==> config.mk <==
export PLATFORM = sky130hd
export DESIGN_NAME = ultrasonic_ranging_sequencer_unit_flat
export DESIGN_NICKNAME = d
export VERILOG_FILES = /design/src/design/urs_pkg.sv /design/src/design/urs_if.sv /design/src/design/ultrasonic_ranging_sequencer_unit.sv /design/src/flat_wrapper.sv
export SDC_FILE = /design/constraint.sdc
export NUM_CORES = 1
export LEC_CHECK = 0
export BUFFER_PORTS_ARGS = -buffer_cell sky130_fd_sc_hd__buf_2
export CORE_ASPECT_RATIO = 1.2
export CORE_MARGIN = 2
export CORE_UTILIZATION = 40
export DETAILED_ROUTE_END_ITERATION = 6
export PLACE_DENSITY = 0.58
export SYNTH_ARGS = -nofsm -noshare
export SYNTH_HDL_FRONTEND = slang
export SYNTH_SLANG_ARGS = --single-unit
==> constraint.sdc <==
create_clock -name clk -period 14.58 [get_ports clk]
set_clock_uncertainty 0.05 [all_clocks]
set_input_delay 2.916 -clock clk [delete_from_list [all_inputs] [get_ports clk]]
set_output_delay 2.916 -clock clk [all_outputs]
set_load 0.005 [all_outputs]
==> src/design/urs_pkg.sv <==
// shared types and constants of the ultrasonic ranging sequencer
package urs_pkg;

    localparam int NUM_CHANNELS = 3;

    typedef enum logic [5:0] {
        PH_IDLE      = 6'b000001,
        PH_WAIT_LOW  = 6'b000010,
        PH_SETTLE    = 6'b000100,
        PH_TRIG_HIGH = 6'b001000,
        PH_WAIT_RISE = 6'b010000,
        PH_WAIT_FALL = 6'b100000
    } phase_t;

    localparam logic [2:0] ST_OK            = 3'd0;
    localparam logic [2:0] ST_ECHO_NOT_LOW  = 3'd1;
    localparam logic [2:0] ST_RISE_TIMEOUT  = 3'd2;
    localparam logic [2:0] ST_FALL_TIMEOUT  = 3'd3;
    localparam logic [2:0] ST_OUT_OF_BOUNDS = 3'd4;
    localparam logic [2:0] ST_NOT_READY     = 3'd5;

    localparam logic [1:0] REG_ECHO_TIMEOUT = 2'd0;
    localparam logic [1:0] REG_SETTLE       = 2'd1;
    localparam logic [1:0] REG_PULSE        = 2'd2;
    localparam logic [1:0] REG_GAP          = 2'd3;

    localparam logic [19:0] ECHO_TIMEOUT_RST = 20'd30000;
    localparam logic [15:0] SETTLE_RST       = 16'd2;
    localparam logic [15:0] PULSE_RST        = 16'd10;
    localparam logic [19:0] GAP_RST          = 20'd60000;

    // distance = (width * 343 + 1000) / 2000, done as ((x >> 4) * RECIP_125) >> 32
    localparam logic [28:0] MM_ROUND  = 29'd1000;
    localparam logic [25:0] RECIP_125 = 26'd34359739;
    localparam logic [15:0] MM_MAX    = 16'hffff;

    typedef struct packed {
        logic [2:0]  trigger_lines;
        logic        done;
        logic [1:0]  channel;
        logic [2:0]  status;
        logic [19:0] width;
        logic [31:0] time_ms;
    } tick_res_t;

endpackage

==> src/design/urs_if.sv <==
// tick and result channel interfaces
interface urs_in_if;
    logic        valid;
    logic        ready;
    logic [31:0] time_us;
    logic [31:0] time_ms;
    logic [2:0]  echo_levels;

    modport source (output valid, output time_us, output time_ms, output echo_levels,
                    input ready);
    modport sink (input valid, input time_us, input time_ms, input echo_levels,
                  output ready);
endinterface

interface urs_out_if;
    logic        valid;
    logic        ready;
    logic [2:0]  trigger_lines;
    logic        measurement_done;
    logic [1:0]  done_channel;
    logic [2:0]  done_status;
    logic [15:0] range_mm;
    logic [19:0] echo_width_us;
    logic [31:0] update_time_ms;

    modport source (output valid, output trigger_lines, output measurement_done,
                    output done_channel, output done_status, output range_mm,
                    output echo_width_us, output update_time_ms, input ready);
    modport sink (input valid, input trigger_lines, input measurement_done,
                  input done_channel, input done_status, input range_mm,
                  input echo_width_us, input update_time_ms, output ready);
endinterface

==> src/design/ultrasonic_ranging_sequencer_unit.sv <==
// ultrasonic ranging sequencer: round-robin echo timing and distance conversion
//
// in_ch carries one service tick per transfer: microsecond time, millisecond
// time and the echo level of every sensor. out_ch returns exactly one result
// per tick: trigger levels after the tick and, when a channel finished, its
// status, distance, echo width and millisecond stamp.
// the sequencing state updates at the tick transfer itself; the result then
// moves through three registered stages (state decision, width scaling,
// reciprocal multiply with saturation) and is offered from the last of them.
// one tick is taken every cycle while out_ch keeps up.
// when out_ch stalls, each stage holds and in_ch takes ticks until all three
// stages are full, then drops ready until the receiver moves again.
// the apb port writes the four timing registers at byte offsets 0, 4, 8, 12
// and reads them back; write them only while no ticks are in flight.
// reset clears all stages, stops any measurement, sets every register to its
// default and schedules the first channel for time zero.
module ultrasonic_ranging_sequencer_unit (
    input  logic        clk,
    input  logic        rst_n,
    urs_in_if.sink      in_ch,
    urs_out_if.source   out_ch,
    input  logic        psel,
    input  logic        penable,
    input  logic        pwrite,
    input  logic [3:0]  paddr,
    input  logic [31:0] pwdata,
    output logic [31:0] prdata,
    output logic        pready
);

    localparam int IDX_W = (urs_pkg::NUM_CHANNELS > 1) ? $clog2(urs_pkg::NUM_CHANNELS) : 1;
    localparam logic [IDX_W-1:0] LAST_IDX = IDX_W'(urs_pkg::NUM_CHANNELS - 1);

    logic [19:0] timeout_reg;
    logic [15:0] settle_reg;
    logic [15:0] pulse_reg;
    logic [19:0] gap_reg;

    logic              measuring_reg, measuring_next;
    logic [IDX_W-1:0]  active_reg, active_next;
    logic [IDX_W-1:0]  next_idx_reg, next_idx_next;
    logic [31:0]       next_start_reg, next_start_next;
    urs_pkg::phase_t   phase_reg, phase_next;
    logic [31:0]       phase_start_reg, phase_start_next;

    logic                 a_valid_reg;
    urs_pkg::tick_res_t   a_res_reg;
    urs_pkg::tick_res_t   a_res_next;
    logic                 b_valid_reg;
    urs_pkg::tick_res_t   b_res_reg;
    logic [24:0]          b_scaled_reg;
    logic                 out_valid_reg;
    urs_pkg::tick_res_t   out_res_reg;
    logic [15:0]          out_dist_reg;

    logic        a_ready, b_ready, c_ready;
    logic        accept;
    logic        cfg_write;
    logic [31:0] now_us;
    logic [31:0] dur;
    logic [31:0] start_diff;
    logic [31:0] timeout_ext;
    logic [7:0]  echo_ext;
    logic [2:0]  ch_ext;
    logic [2:0]  start_ext;
    logic        echo;
    logic        start_echo;
    logic        width_ok;
    logic        fin;
    logic [2:0]  fin_status;
    logic [28:0] width_x;
    logic [28:0] scaled_x;
    logic [50:0] product;
    logic [18:0] quotient;
    logic [15:0] sat_mm;

    // configuration port
    assign pready    = 1'b1;
    assign cfg_write = psel && penable && pwrite && pready;

    always_ff @(posedge clk or negedge rst_n)
    begin
        if (!rst_n)
        begin
            timeout_reg <= urs_pkg::ECHO_TIMEOUT_RST;
            settle_reg  <= urs_pkg::SETTLE_RST;
            pulse_reg   <= urs_pkg::PULSE_RST;
            gap_reg     <= urs_pkg::GAP_RST;
        end
        else if (cfg_write)
        begin
            case (paddr[3:2])
                urs_pkg::REG_ECHO_TIMEOUT: timeout_reg <= pwdata[19:0];
                urs_pkg::REG_SETTLE:       settle_reg  <= pwdata[15:0];
                urs_pkg::REG_PULSE:        pulse_reg   <= pwdata[15:0];
                urs_pkg::REG_GAP:          gap_reg     <= pwdata[19:0];
                default:                   timeout_reg <= timeout_reg;
            endcase
        end
    end

    always_comb
    begin
        case (paddr[3:2])
            urs_pkg::REG_ECHO_TIMEOUT: prdata = {12'd0, timeout_reg};
            urs_pkg::REG_SETTLE:       prdata = {16'd0, settle_reg};
            urs_pkg::REG_PULSE:        prdata = {16'd0, pulse_reg};
            urs_pkg::REG_GAP:          prdata = {12'd0, gap_reg};
            default:                   prdata = 32'd0;
        endcase
    end

    // handshake chain
    assign c_ready     = !out_valid_reg || out_ch.ready;
    assign b_ready     = !b_valid_reg || c_ready;
    assign a_ready     = !a_valid_reg || b_ready;
    assign in_ch.ready = a_ready;
    assign accept      = in_ch.valid && a_ready;

    // sequencing decision for one tick
    assign now_us      = in_ch.time_us;
    assign dur         = now_us - phase_start_reg;
    assign start_diff  = now_us - next_start_reg;
    assign timeout_ext = {12'd0, timeout_reg};
    assign echo_ext    = {5'd0, in_ch.echo_levels};
    assign ch_ext      = 3'(active_reg);
    assign start_ext   = 3'(next_idx_reg);
    assign echo        = echo_ext[ch_ext];
    assign start_echo  = echo_ext[start_ext];
    assign width_ok    = (dur != 32'd0) && (dur < timeout_ext);

    always_comb
    begin
        measuring_next   = measuring_reg;
        active_next      = active_reg;
        next_idx_next    = next_idx_reg;
        next_start_next  = next_start_reg;
        phase_next       = phase_reg;
        phase_start_next = phase_start_reg;
        fin              = 1'b0;
        fin_status       = urs_pkg::ST_OK;
        a_res_next       = '0;

        if (!measuring_reg)
        begin
            if (!start_diff[31])
            begin
                measuring_next   = 1'b1;
                active_next      = next_idx_reg;
                phase_start_next = now_us;
                phase_next       = start_echo ? urs_pkg::PH_WAIT_LOW : urs_pkg::PH_SETTLE;
            end
        end
        else
        begin
            case (phase_reg)
                urs_pkg::PH_WAIT_LOW:
                begin
                    if (!echo)
                    begin
                        phase_next       = urs_pkg::PH_SETTLE;
                        phase_start_next = now_us;
                    end
                    else if (dur >= timeout_ext)
                    begin
                        fin        = 1'b1;
                        fin_status = urs_pkg::ST_ECHO_NOT_LOW;
                    end
                end
                urs_pkg::PH_SETTLE:
                begin
                    if (dur >= {16'd0, settle_reg})
                    begin
                        phase_next       = urs_pkg::PH_TRIG_HIGH;
                        phase_start_next = now_us;
                    end
                end
                urs_pkg::PH_TRIG_HIGH:
                begin
                    if (dur >= {16'd0, pulse_reg})
                    begin
                        phase_next       = urs_pkg::PH_WAIT_RISE;
                        phase_start_next = now_us;
                    end
                end
                urs_pkg::PH_WAIT_RISE:
                begin
                    if (echo)
                    begin
                        phase_next       = urs_pkg::PH_WAIT_FALL;
                        phase_start_next = now_us;
                    end
                    else if (dur >= timeout_ext)
                    begin
                        fin        = 1'b1;
                        fin_status = urs_pkg::ST_RISE_TIMEOUT;
                    end
                end
                urs_pkg::PH_WAIT_FALL:
                begin
                    // rise time equals the phase start, so the width is dur
                    if (!echo)
                    begin
                        fin        = 1'b1;
                        fin_status = width_ok ? urs_pkg::ST_OK : urs_pkg::ST_OUT_OF_BOUNDS;
                    end
                    else if (dur >= timeout_ext)
                    begin
                        fin        = 1'b1;
                        fin_status = urs_pkg::ST_FALL_TIMEOUT;
                    end
                end
                default:
                begin
                    fin        = 1'b1;
                    fin_status = urs_pkg::ST_NOT_READY;
                end
            endcase

            if (fin)
            begin
                phase_next         = urs_pkg::PH_IDLE;
                measuring_next     = 1'b0;
                active_next        = '0;
                next_idx_next      = (active_reg == LAST_IDX) ? '0 : active_reg + 1'b1;
                next_start_next    = now_us + {12'd0, gap_reg};
                a_res_next.done    = 1'b1;
                a_res_next.channel = 2'(active_reg);
                a_res_next.status  = fin_status;
                a_res_next.width   = (fin_status == urs_pkg::ST_OK) ? dur[19:0] : 20'd0;
                a_res_next.time_ms = in_ch.time_ms;
            end
        end

        if (measuring_next && phase_next == urs_pkg::PH_TRIG_HIGH)
        begin
            a_res_next.trigger_lines = 3'(8'd1 << ch_ext);
        end
    end

    always_ff @(posedge clk or negedge rst_n)
    begin
        if (!rst_n)
        begin
            measuring_reg   <= 1'b0;
            active_reg      <= '0;
            next_idx_reg    <= '0;
            next_start_reg  <= 32'd0;
            phase_reg       <= urs_pkg::PH_IDLE;
            phase_start_reg <= 32'd0;
        end
        else if (accept)
        begin
            measuring_reg   <= measuring_next;
            active_reg      <= active_next;
            next_idx_reg    <= next_idx_next;
            next_start_reg  <= next_start_next;
            phase_reg       <= phase_next;
            phase_start_reg <= phase_start_next;
        end
    end

    // width scaling: (w * 343 + 1000) >> 4
    assign width_x  = 29'(a_res_reg.width);
    assign scaled_x = (width_x << 8) + (width_x << 6) + (width_x << 4)
                    + (width_x << 2) + (width_x << 1) + width_x + urs_pkg::MM_ROUND;

    // divide by 125 through the reciprocal, then saturate; zero unless a good measurement finished
    assign product  = 51'(b_scaled_reg) * 51'(urs_pkg::RECIP_125);
    assign quotient = product[50:32];
    assign sat_mm   = (b_res_reg.status != urs_pkg::ST_OK || !b_res_reg.done) ? 16'd0
                    : (quotient > 19'(urs_pkg::MM_MAX)) ? urs_pkg::MM_MAX
                    : quotient[15:0];

    always_ff @(posedge clk or negedge rst_n)
    begin
        if (!rst_n)
        begin
            a_valid_reg   <= 1'b0;
            b_valid_reg   <= 1'b0;
            out_valid_reg <= 1'b0;
        end
        else
        begin
            if (a_ready)
            begin
                a_valid_reg <= in_ch.valid;
            end
            if (b_ready)
            begin
                b_valid_reg <= a_valid_reg;
            end
            if (c_ready)
            begin
                out_valid_reg <= b_valid_reg;
            end
        end
    end

    always_ff @(posedge clk)
    begin
        if (accept)
        begin
            a_res_reg <= a_res_next;
        end
        if (b_ready && a_valid_reg)
        begin
            b_res_reg    <= a_res_reg;
            b_scaled_reg <= scaled_x[28:4];
        end
        if (c_ready && b_valid_reg)
        begin
            out_res_reg  <= b_res_reg;
            out_dist_reg <= sat_mm;
        end
    end

    assign out_ch.valid            = out_valid_reg;
    assign out_ch.trigger_lines    = out_res_reg.trigger_lines;
    assign out_ch.measurement_done = out_res_reg.done;
    assign out_ch.done_channel     = out_res_reg.channel;
    assign out_ch.done_status      = out_res_reg.status;
    assign out_ch.range_mm         = out_dist_reg;
    assign out_ch.echo_width_us    = out_res_reg.width;
    assign out_ch.update_time_ms   = out_res_reg.time_ms;

`ifndef SYNTH
    a_idle_when_stopped: assert property (@(posedge clk) disable iff (!rst_n)
        !measuring_reg |-> phase_reg == urs_pkg::PH_IDLE)
        else $error("phase not idle while no channel is measured");

    a_single_trigger: assert property (@(posedge clk) disable iff (!rst_n)
        a_valid_reg |-> $onehot0(a_res_reg.trigger_lines))
        else $error("more than one trigger line high");

    a_failed_width_zero: assert property (@(posedge clk) disable iff (!rst_n)
        (a_valid_reg && a_res_reg.status != urs_pkg::ST_OK) |-> a_res_reg.width == 20'd0)
        else $error("width kept on a failed measurement");

    a_distance_needs_ok: assert property (@(posedge clk) disable iff (!rst_n)
        (out_valid_reg && out_dist_reg != 16'd0)
            |-> (out_res_reg.done && out_res_reg.status == urs_pkg::ST_OK))
        else $error("distance reported without a good measurement");

    a_stage_hold: assert property (@(posedge clk) disable iff (!rst_n)
        (b_valid_reg && !c_ready) |=> b_valid_reg)
        else $error("middle stage dropped a result under stall");
`endif

endmodule

==> src/flat_wrapper.sv <==
// flat-port wrapper written by rule: the top's interface ports become plain ports
module ultrasonic_ranging_sequencer_unit_flat 
  (clk, rst_n, psel, penable, pwrite, paddr, pwdata, prdata, pready, in_ch_valid, in_ch_time_us, in_ch_time_ms, in_ch_echo_levels, in_ch_ready, out_ch_valid, out_ch_trigger_lines, out_ch_measurement_done, out_ch_done_channel, out_ch_done_status, out_ch_range_mm, out_ch_echo_width_us, out_ch_update_time_ms, out_ch_ready);
  urs_in_if in_ch_i ();
  urs_out_if out_ch_i ();
  input  logic clk;
  input  logic rst_n;
  input  logic psel;
  input  logic penable;
  input  logic pwrite;
  input  logic [3:0] paddr;
  input  logic [31:0] pwdata;
  output logic [31:0] prdata;
  output logic pready;
  input wire logic [$bits(in_ch_i.valid)-1:0] in_ch_valid;
  input wire logic [$bits(in_ch_i.time_us)-1:0] in_ch_time_us;
  input wire logic [$bits(in_ch_i.time_ms)-1:0] in_ch_time_ms;
  input wire logic [$bits(in_ch_i.echo_levels)-1:0] in_ch_echo_levels;
  output wire logic [$bits(in_ch_i.ready)-1:0] in_ch_ready;
  output wire logic [$bits(out_ch_i.valid)-1:0] out_ch_valid;
  output wire logic [$bits(out_ch_i.trigger_lines)-1:0] out_ch_trigger_lines;
  output wire logic [$bits(out_ch_i.measurement_done)-1:0] out_ch_measurement_done;
  output wire logic [$bits(out_ch_i.done_channel)-1:0] out_ch_done_channel;
  output wire logic [$bits(out_ch_i.done_status)-1:0] out_ch_done_status;
  output wire logic [$bits(out_ch_i.range_mm)-1:0] out_ch_range_mm;
  output wire logic [$bits(out_ch_i.echo_width_us)-1:0] out_ch_echo_width_us;
  output wire logic [$bits(out_ch_i.update_time_ms)-1:0] out_ch_update_time_ms;
  input wire logic [$bits(out_ch_i.ready)-1:0] out_ch_ready;
  assign in_ch_i.valid = in_ch_valid;
  assign in_ch_i.time_us = in_ch_time_us;
  assign in_ch_i.time_ms = in_ch_time_ms;
  assign in_ch_i.echo_levels = in_ch_echo_levels;
  assign in_ch_ready = in_ch_i.ready;
  assign out_ch_valid = out_ch_i.valid;
  assign out_ch_trigger_lines = out_ch_i.trigger_lines;
  assign out_ch_measurement_done = out_ch_i.measurement_done;
  assign out_ch_done_channel = out_ch_i.done_channel;
  assign out_ch_done_status = out_ch_i.done_status;
  assign out_ch_range_mm = out_ch_i.range_mm;
  assign out_ch_echo_width_us = out_ch_i.echo_width_us;
  assign out_ch_update_time_ms = out_ch_i.update_time_ms;
  assign out_ch_i.ready = out_ch_ready;
  ultrasonic_ranging_sequencer_unit u_core (.clk(clk), .rst_n(rst_n), .in_ch(in_ch_i), .out_ch(out_ch_i), .psel(psel), .penable(penable), .pwrite(pwrite), .paddr(paddr), .pwdata(pwdata), .prdata(prdata), .pready(pready));
endmodule
==> summary.txt, run 1 <==
synthesized-area fraction occupied by adder cells: 35.7%
CP Capture Type: flip-flop
area of the multi-input gates: 18300 um^2
met2 wire length: 40600 um
hold_buf cts: 0
filler cell count: 7273
Die Y: 310 um
worst path required time: 15.01 ns
clk slew on worst S/H paths: 0.06 ns
cells taking the most area after synthesis: edfxtp_1 (22%), ha_1 (18%), fa_1 (18%), dfrtp_1 (11%), inv_1 (6.8%)
Slew Limit Fails: 0
worst hold slack: 0.360 ns
#FFs+latches synth: 374
final hold violations: 0
WL per Instance: 18.3 um
Hold WC Path Type: flip-flop to flip-flop
Final Net Count: 3827
Synth top cells by count: inv_1 (561), ha_1 (449), fa_1 (275)
sequential area share after synthesis: 33.7%
DRC violations left: 0
ys flop type: edfxtp_1
Sink Count: 374
Final Util: 44.8%
share of synthesized flip-flops with an asynchronous set or reset: 40.1%
Core Region: 77500 um^2
CTS buffer count: 42
biggest area consumer among synthesized cells: edfxtp_1
metal3 WL: 2580 um
Yosys Warn Count: 0
most instantiated library cell after synthesis: inv_1
CTS tree: built
fmax: 116 MHz
critical setup path kind: input port to flip-flop
Syn Inst Count: 2783
mux contribution to synthesized area: 3.88%
vias in the first global route: 21900
DRT Pass-1 Iters: 5
wl on met1: 28500 um
overall global routing resource usage: 18.9%
final setup fails: 0
Starting Density: 40.2%
arrival time worst endpoint: 9.05 ns
top-area cell type share of the netlist area: 21.6%
gr ovfl total: 0
part of the cycle the worst path needs: 59.2%
die area: 80200 um^2
Clock Latency Late Sink: 0.60 ns
share of cells above drive strength 1: 12.5%
top sig layer: met4
Synth Area in Compound Gates: 9.07%
post-CTS sizing: 0
WL final: 74200 um
I/O pin count: 222
Reg area: 10500 um^2
Routed Antenna Nets: 0
largest family of logic cells by synthesized area: adder cells
synthesized area: 31200 um^2
Layout Area Growth over Synthesis: 11.5%
setup TNS: 0 ns
GP Congestion: 0.914
DRT iter0 DRCs: 827
Post-CTS Setup Bufs: 0
Post-Synth Simple-Gate Area: 7.63%
Post-DP HPWL: 60100 um
via count: 20500
synth unique cells: 87
Crit Path Max Fanout: 64
post-DR vias/cell: 5.05
largest net degree at the start of global routing: 79
# rows: 112
post-synthesis xor/xnor area fraction: 2.38%
Root Buffer: clkbuf_16
Die Wd: 259 um
diodes inserted: 0
worst-margin pin slew: 1.13 ns
H-tree depth: 2
clock buffer depth: 3
initial antenna violation count: 0
max capacitance violation total: 0
status: completed
first-pass GRT wire length: 118000 um
relative slew slack: 24.8%
startpoint types: input port
Port Buffers: 194
syn avg cell area: 11.2 um^2
Final min period: 8.63 ns
Post-synth EDFFs: 224
RSZ-0062 raised after global routing: no
-- metrics by stage --
step | setup slack (ns) | cells | area (um^2)
floorplan | 7.17 | 2794 | 31200
global placement | 5.63 | 3975 | 33300
detailed placement | 5.48 | 3975 | 33300
CTS | 6.09 | 4052 | 34700
global route | 5.67 | 4052 | 34700
finish | 5.95 | 4052 | 34700
-- critical path: stages --
cell      delay (ns)
buf_2           0.13
inv_1           0.06
ha_1            0.16
inv_1           0.05
fa_1            0.42
a211oi_1        0.40
o21bai_1        0.16
a2111o_1        0.48
a31oi_1         0.38
o311ai_0        0.19
a21o_1          0.30
ha_1            0.33
nand4_1         0.20
nor3_1          0.32
o21ai_0         0.15
o211ai_1        0.26
a21oi_1         0.19
o21ai_0         0.43
nor4b_4         0.14
a311oi_4        0.30
buf_4           0.56
nor2_1          0.25
a32o_1          0.27
-- cell type report --
cell class                      count  share of cell area [%]
Timing Repair Buffer              204                    3.03
Clock inverter                     19                   0.796
Tap cell                         1026                    3.70
Multi-Input combinational cell   1810                    52.8
Clock buffer                       58                    3.37
Sequential cell                   374                    30.2
Inverter                          561                    6.06
-- logic make-up after synthesis --
family	after synthesis
AO/OA/AOI/OAI	432
XOR/XNOR	84
adder cells (fa/ha/maj)	724
buffers and inverters	610
flip-flops	374
multiplexers	92
other	2
AND/OR/NAND/NOR	465
-- placed cells by master, fill, tap and decap left out, types with 45 or more instances in the layout --
cell,netlist,final
a21o_1,64,64
a21oi_1,117,117
buf_2,5,193
dfrtp_1,132,132
edfxtp_1,224,224
fa_1,275,275
ha_1,449,449
inv_1,561,560
nand2_1,112,112
nor2_1,104,104
o21ai_0,108,108
xnor2_1,45,45
-- final timing paths --
path,startpoint,endpoint,cells past startpoint,slack (ns)
max,in_ch_time_us[0],u_core.phase_reg[5],23,5.95
min,u_core.b_res_reg[2],u_core.out_ch.update_time_ms[2],0,0.36
max reg2reg,u_core.b_scaled_reg[5],u_core.out_ch.range_mm[3],26,6.72
min reg2reg,u_core.b_res_reg[2],u_core.out_ch.update_time_ms[2],0,0.36
max in group asynchronous,rst_n,u_core.timeout_reg[6],2,10.66
min in group asynchronous,rst_n,u_core.next_start_reg[24],1,2.30
-- metal layers --
metal	vias to the layer above	track usage [%]
met5	-	0
met4	0	6.59
met3	118	2.63
met2	327	36.2
met1	10200	21.3
li1	9815	-
Power of run 1 is left out: the tool's default activity adds up to more than one toggle a clock period on the data nets, which glitch-free logic cannot reach.
==> run 2, diff against run 1 <==
PLACE_DENSITY = 0.6   (was 0.58)
clock period = 7.42 ns   (was 14.58 ns; I/O delays follow)
==> summary.txt, run 2 (same netlist as run 1, synthesis figures left out) <==
status: completed
Slew Limit Fails: 0
Port Buffers: 194
relative slew slack: 28.6%
pre-CTS WS: 0.186 ns
worst hold slack: 0.349 ns
H-tree depth: 2
initial antenna violation count: 2
Final min period: 7.07 ns
WL per Instance: 17.5 um
CP Capture Type: flip-flop
# rows: 112
overall global routing resource usage: 18.3%
critical setup path kind: flip-flop to flip-flop
Post-DP HPWL: 58100 um
setup ws final: 0.353 ns
final hold violations: 0
commonest non-fill, non-tap cell in the layout: inv_1
via count: 20300
post-DR vias/cell: 4.94
arrival time worst endpoint: 7.30 ns
DRC violations left: 0
Core Region: 77500 um^2
die area: 80200 um^2
gr ovfl total: 0
DRT Pass-1 Iters: 5
R2R Setup Slk: 0.35 ns
Die Y: 310 um
I/O pin count: 222
Layout Area Growth over Synthesis: 13.1%
WL final: 71700 um
Hold WC Path Type: flip-flop to flip-flop
final setup fails: 0
setup TNS: 0 ns
Die Wd: 259 um
share of cells above drive strength 1: 14.2%
Root Buffer: clkbuf_16
hold_buf cts: 0
RSZ-0062 raised after global routing: no
CTS tree: built
Routed Antenna Nets: 0
CTS buffer count: 43
vias in the first global route: 21100
worst-margin pin slew: 1.06 ns
clock buffer depth: 3
commonest cells after routing, fill and taps aside: inv_1 (560), ha_1 (449), fa_1 (275)
max capacitance violation total: 0
Crit Path Max Fanout: 5
largest net degree at the start of global routing: 84
startpoint types: flip-flop
Starting Density: 40.2%
Final Util: 45.5%
GP Congestion: 0.886
Clock Latency Late Sink: 0.58 ns
first-pass GRT wire length: 115000 um
worst path required time: 7.65 ns
Sink Count: 374
fmax: 142 MHz
DRT iter0 DRCs: 935
part of the cycle the worst path needs: 95.2%
Final Net Count: 3886
clk slew on worst S/H paths: 0.06 ns
run 2: what timing repair did:
| action | CTS | global route |
|---|---|---|
| endpoints found under the setup margin | 0 | 15 |
| resized for setup | 0 | 4 |
| buffers inserted | 0 | 13 |
run 2: layer usage:
layer,global-route usage (%),vias to the layer above,wire [um],share of wire (%)
li1,-,9944,-,-
met2,34.4,323,37800,53
met5,0,-,0,0
met3,2.11,94,2440,3.4
met4,4.91,0,1730,2.4
met1,22.1,9960,29700,41
run 2: final timing paths:
| kind | start | endpoint | cells after the start |
|---|---|---|---|
| min reg2reg | u_core.b_res_reg[34] | u_core.out_ch.echo_width_us[2] | 0 |
| max reg2reg | u_core.b_scaled_reg[22] | u_core.out_ch.range_mm[12] | 22 |
| min | u_core.b_res_reg[34] | u_core.out_ch.echo_width_us[2] | 0 |
| max in group asynchronous | rst_n | u_core.phase_start_reg[13] | 2 |
| max | u_core.b_scaled_reg[22] | u_core.out_ch.range_mm[12] | 22 |
| min in group asynchronous | rst_n | u_core.next_start_reg[30] | 1 |
run 2: layout make-up:
| type | count | area [um^2] |
|---|---|---|
| Antenna cell | 2 | 5.00 |
| Clock buffer | 51 | 1180 |
| Clock inverter | 24 | 300 |
| Fill cell | 7251 | 42300 |
| Inverter | 561 | 2110 |
| Multi-Input combinational cell | 1810 | 18400 |
| Sequential cell | 374 | 10500 |
| Tap cell | 1026 | 1280 |
| Timing Repair Buffer | 262 | 1510 |
run 2: worst max-delay path, cell delays in order, from the launching register on:
cell	delay, ns
edfxtp_1	0.50
fa_1	0.57
inv_1	0.05
fa_1	0.48
fa_1	0.57
inv_1	0.06
fa_1	0.53
fa_1	0.55
inv_1	0.06
fa_1	0.51
fa_1	0.56
inv_1	0.05
ha_1	0.31
nand2_1	0.15
a2111o_1	0.44
a311o_1	0.36
nand3_1	0.13
a21o_1	0.20
a41oi_1	0.16
o21ai_1	0.19
buf_4	0.14
xnor2_1	0.11
a21oi_1	0.08
run 2: per-stage QoR:
stage                     cells  cell area (um^2)
final                      4110             35200
after global routing       4109             35200
after CTS                  4095             35100
after detailed placement   4020             33700
after global placement     4020             33700
after floorplan            2794             31200
Power of run 2 is left out for the same reason.
==> run 3, diff against run 2 <==
HOLD_SLACK_MARGIN = 0.02   (was unset)
MAX_ROUTING_LAYER = met4   (was unset)
==> summary.txt, run 3 (same netlist as run 1, synthesis figures left out) <==
status: completed
die area: 80200 um^2
Layout Area Growth over Synthesis: 13.1%
DRT Pass-1 Iters: 5
H-tree depth: 2
Sink Count: 374
part of the cycle the worst path needs: 95.3%
CTS tree: built
worst path required time: 7.66 ns
clk slew on worst S/H paths: 0.06 ns
CP Capture Type: flip-flop
share of cells above drive strength 1: 14.3%
first-pass GRT wire length: 115000 um
Post-DP HPWL: 58100 um
R2R Setup Slk: 0.35 ns
Die Wd: 259 um
WHS Path Cells: 0
arrival time worst endpoint: 7.31 ns
GP Congestion: 0.901
fmax: 141 MHz
DRT iter0 DRCs: 919
worst hold start: u_core.b_res_reg[34]
commonest cells after routing, fill and taps aside: inv_1 (560), ha_1 (449), fa_1 (275)
# rows: 112
max capacitance violation total: 0
Final Net Count: 3887
WL per Instance: 17.4 um
via count: 20300
Crit Path Max Fanout: 4
Clock Latency Late Sink: 0.58 ns
clock buffer depth: 3
Slew Limit Fails: 0
DRC violations left: 0
initial antenna violation count: 2
Hold WC Path Type: flip-flop to flip-flop
RR Startpoint: u_core.b_scaled_reg[5]
vias in the first global route: 21000
Hold EP: u_core.out_ch.echo_width_us[2]
Routed Antenna Nets: 0
Core Region: 77500 um^2
hold_buf cts: 0
WL final: 71700 um
Root Buffer: clkbuf_16
Starting Density: 40.2%
worst-margin pin slew: 1.07 ns
filler cell count: 7253
startpoint types: flip-flop
Final min period: 7.07 ns
Port Buffers: 194
commonest non-fill, non-tap cell in the layout: inv_1
worst hold slack: 0.349 ns
R2R cell count: 26
final setup fails: 0
final hold violations: 0
largest net degree at the start of global routing: 84
relative slew slack: 27.7%
RR Endpoint: u_core.out_ch.range_mm[11]
Die Y: 310 um
gr ovfl total: 0
critical setup path kind: flip-flop to flip-flop
Final Util: 45.5%
CTS buffer count: 43
post-DR vias/cell: 4.93
I/O pin count: 222
overall global routing resource usage: 18.9%
[run 3: cell count changes in the layout (fill, tap and decap cells not counted), sizes merged]
cell  delta
buf      +1
[run 3: routing by layer]
| layer | track usage [%] | wire length (um) | vias to the layer above |
|---|---|---|---|
| met4 | 4.83 | 1680 | 0 |
| met1 | 22.0 | 29800 | 9947 |
| li1 | - | - | 9952 |
| met2 | 34.5 | 37900 | 287 |
| met3 | 2.15 | 2330 | 87 |
| met5 | - | 0 | - |
[run 3: critical path, stage by stage, from the launching register on]
cell and delay, ns:
edfxtp_1 0.47, buf_4 0.18, fa_1 0.41, fa_1 0.53, inv_1 0.06, fa_1 0.48, inv_1 0.04, ha_1 0.21
fa_1 0.54, inv_1 0.05, fa_1 0.47, fa_1 0.56, inv_1 0.05, ha_1 0.20, a2111oi_0 0.41, a21oi_1 0.12
a2111oi_1 0.42, buf_4 0.23, or3_1 0.11, nand3_1 0.12, a21o_1 0.23, a41oi_1 0.28, buf_4 0.16, inv_1 0.03
a21oi_1 0.15, xor2_1 0.16, a21oi_1 0.08
[run 3: repair_timing]
item,CTS,global route
setup endpoints to repair,0,15
buffers inserted,0,14
gates resized for setup,0,3
[run 3: worst max-delay path by stage]
stage	cells past startpoint	slack (ns)	endpoint	from
floorplan	25	0.64	u_core.out_ch.range_mm[10]	u_core.b_scaled_reg[6]
CTS	22	0.14	u_core.out_ch.range_mm[12]	u_core.b_scaled_reg[23]
finish	26	0.35	u_core.out_ch.range_mm[11]	u_core.b_scaled_reg[5]
global placement	23	0.20	u_core.out_ch.range_mm[12]	u_core.b_scaled_reg[23]
global route	26	-0.006	u_core.out_ch.range_mm[11]	u_core.b_scaled_reg[5]
detailed placement	22	0.19	u_core.out_ch.range_mm[12]	u_core.b_scaled_reg[23]
[run 3: stage by stage]
| stage | cell area [um^2] | instances | TNS [ns] | setup WS [ns] |
|---|---|---|---|---|
| global route | 35200 | 4111 | -0.00634 | -0.00634 |
| CTS | 35100 | 4095 | 0 | 0.139 |
| global placement | 33700 | 4020 | 0 | 0.196 |
| floorplan | 31200 | 2794 | 0 | 0.637 |
| finish | 35200 | 4111 | 0 | 0.350 |
| detailed placement | 33700 | 4020 | 0 | 0.186 |
[run 3: final cells by class]
type                       count  area, um^2  share of cell area [%]
antenna                        2        5.00                  0.0142
clock buffer                  51        1180                    3.34
clock inverter                24         300                   0.852
inverter                     561        2110                    5.97
multi-input combinational   1810       18400                    52.1
sequential                   374       10500                    29.8
tap                         1026        1280                    3.64
timing repair buffer         263        1520                    4.31
Power of run 3 is left out for the same reason.
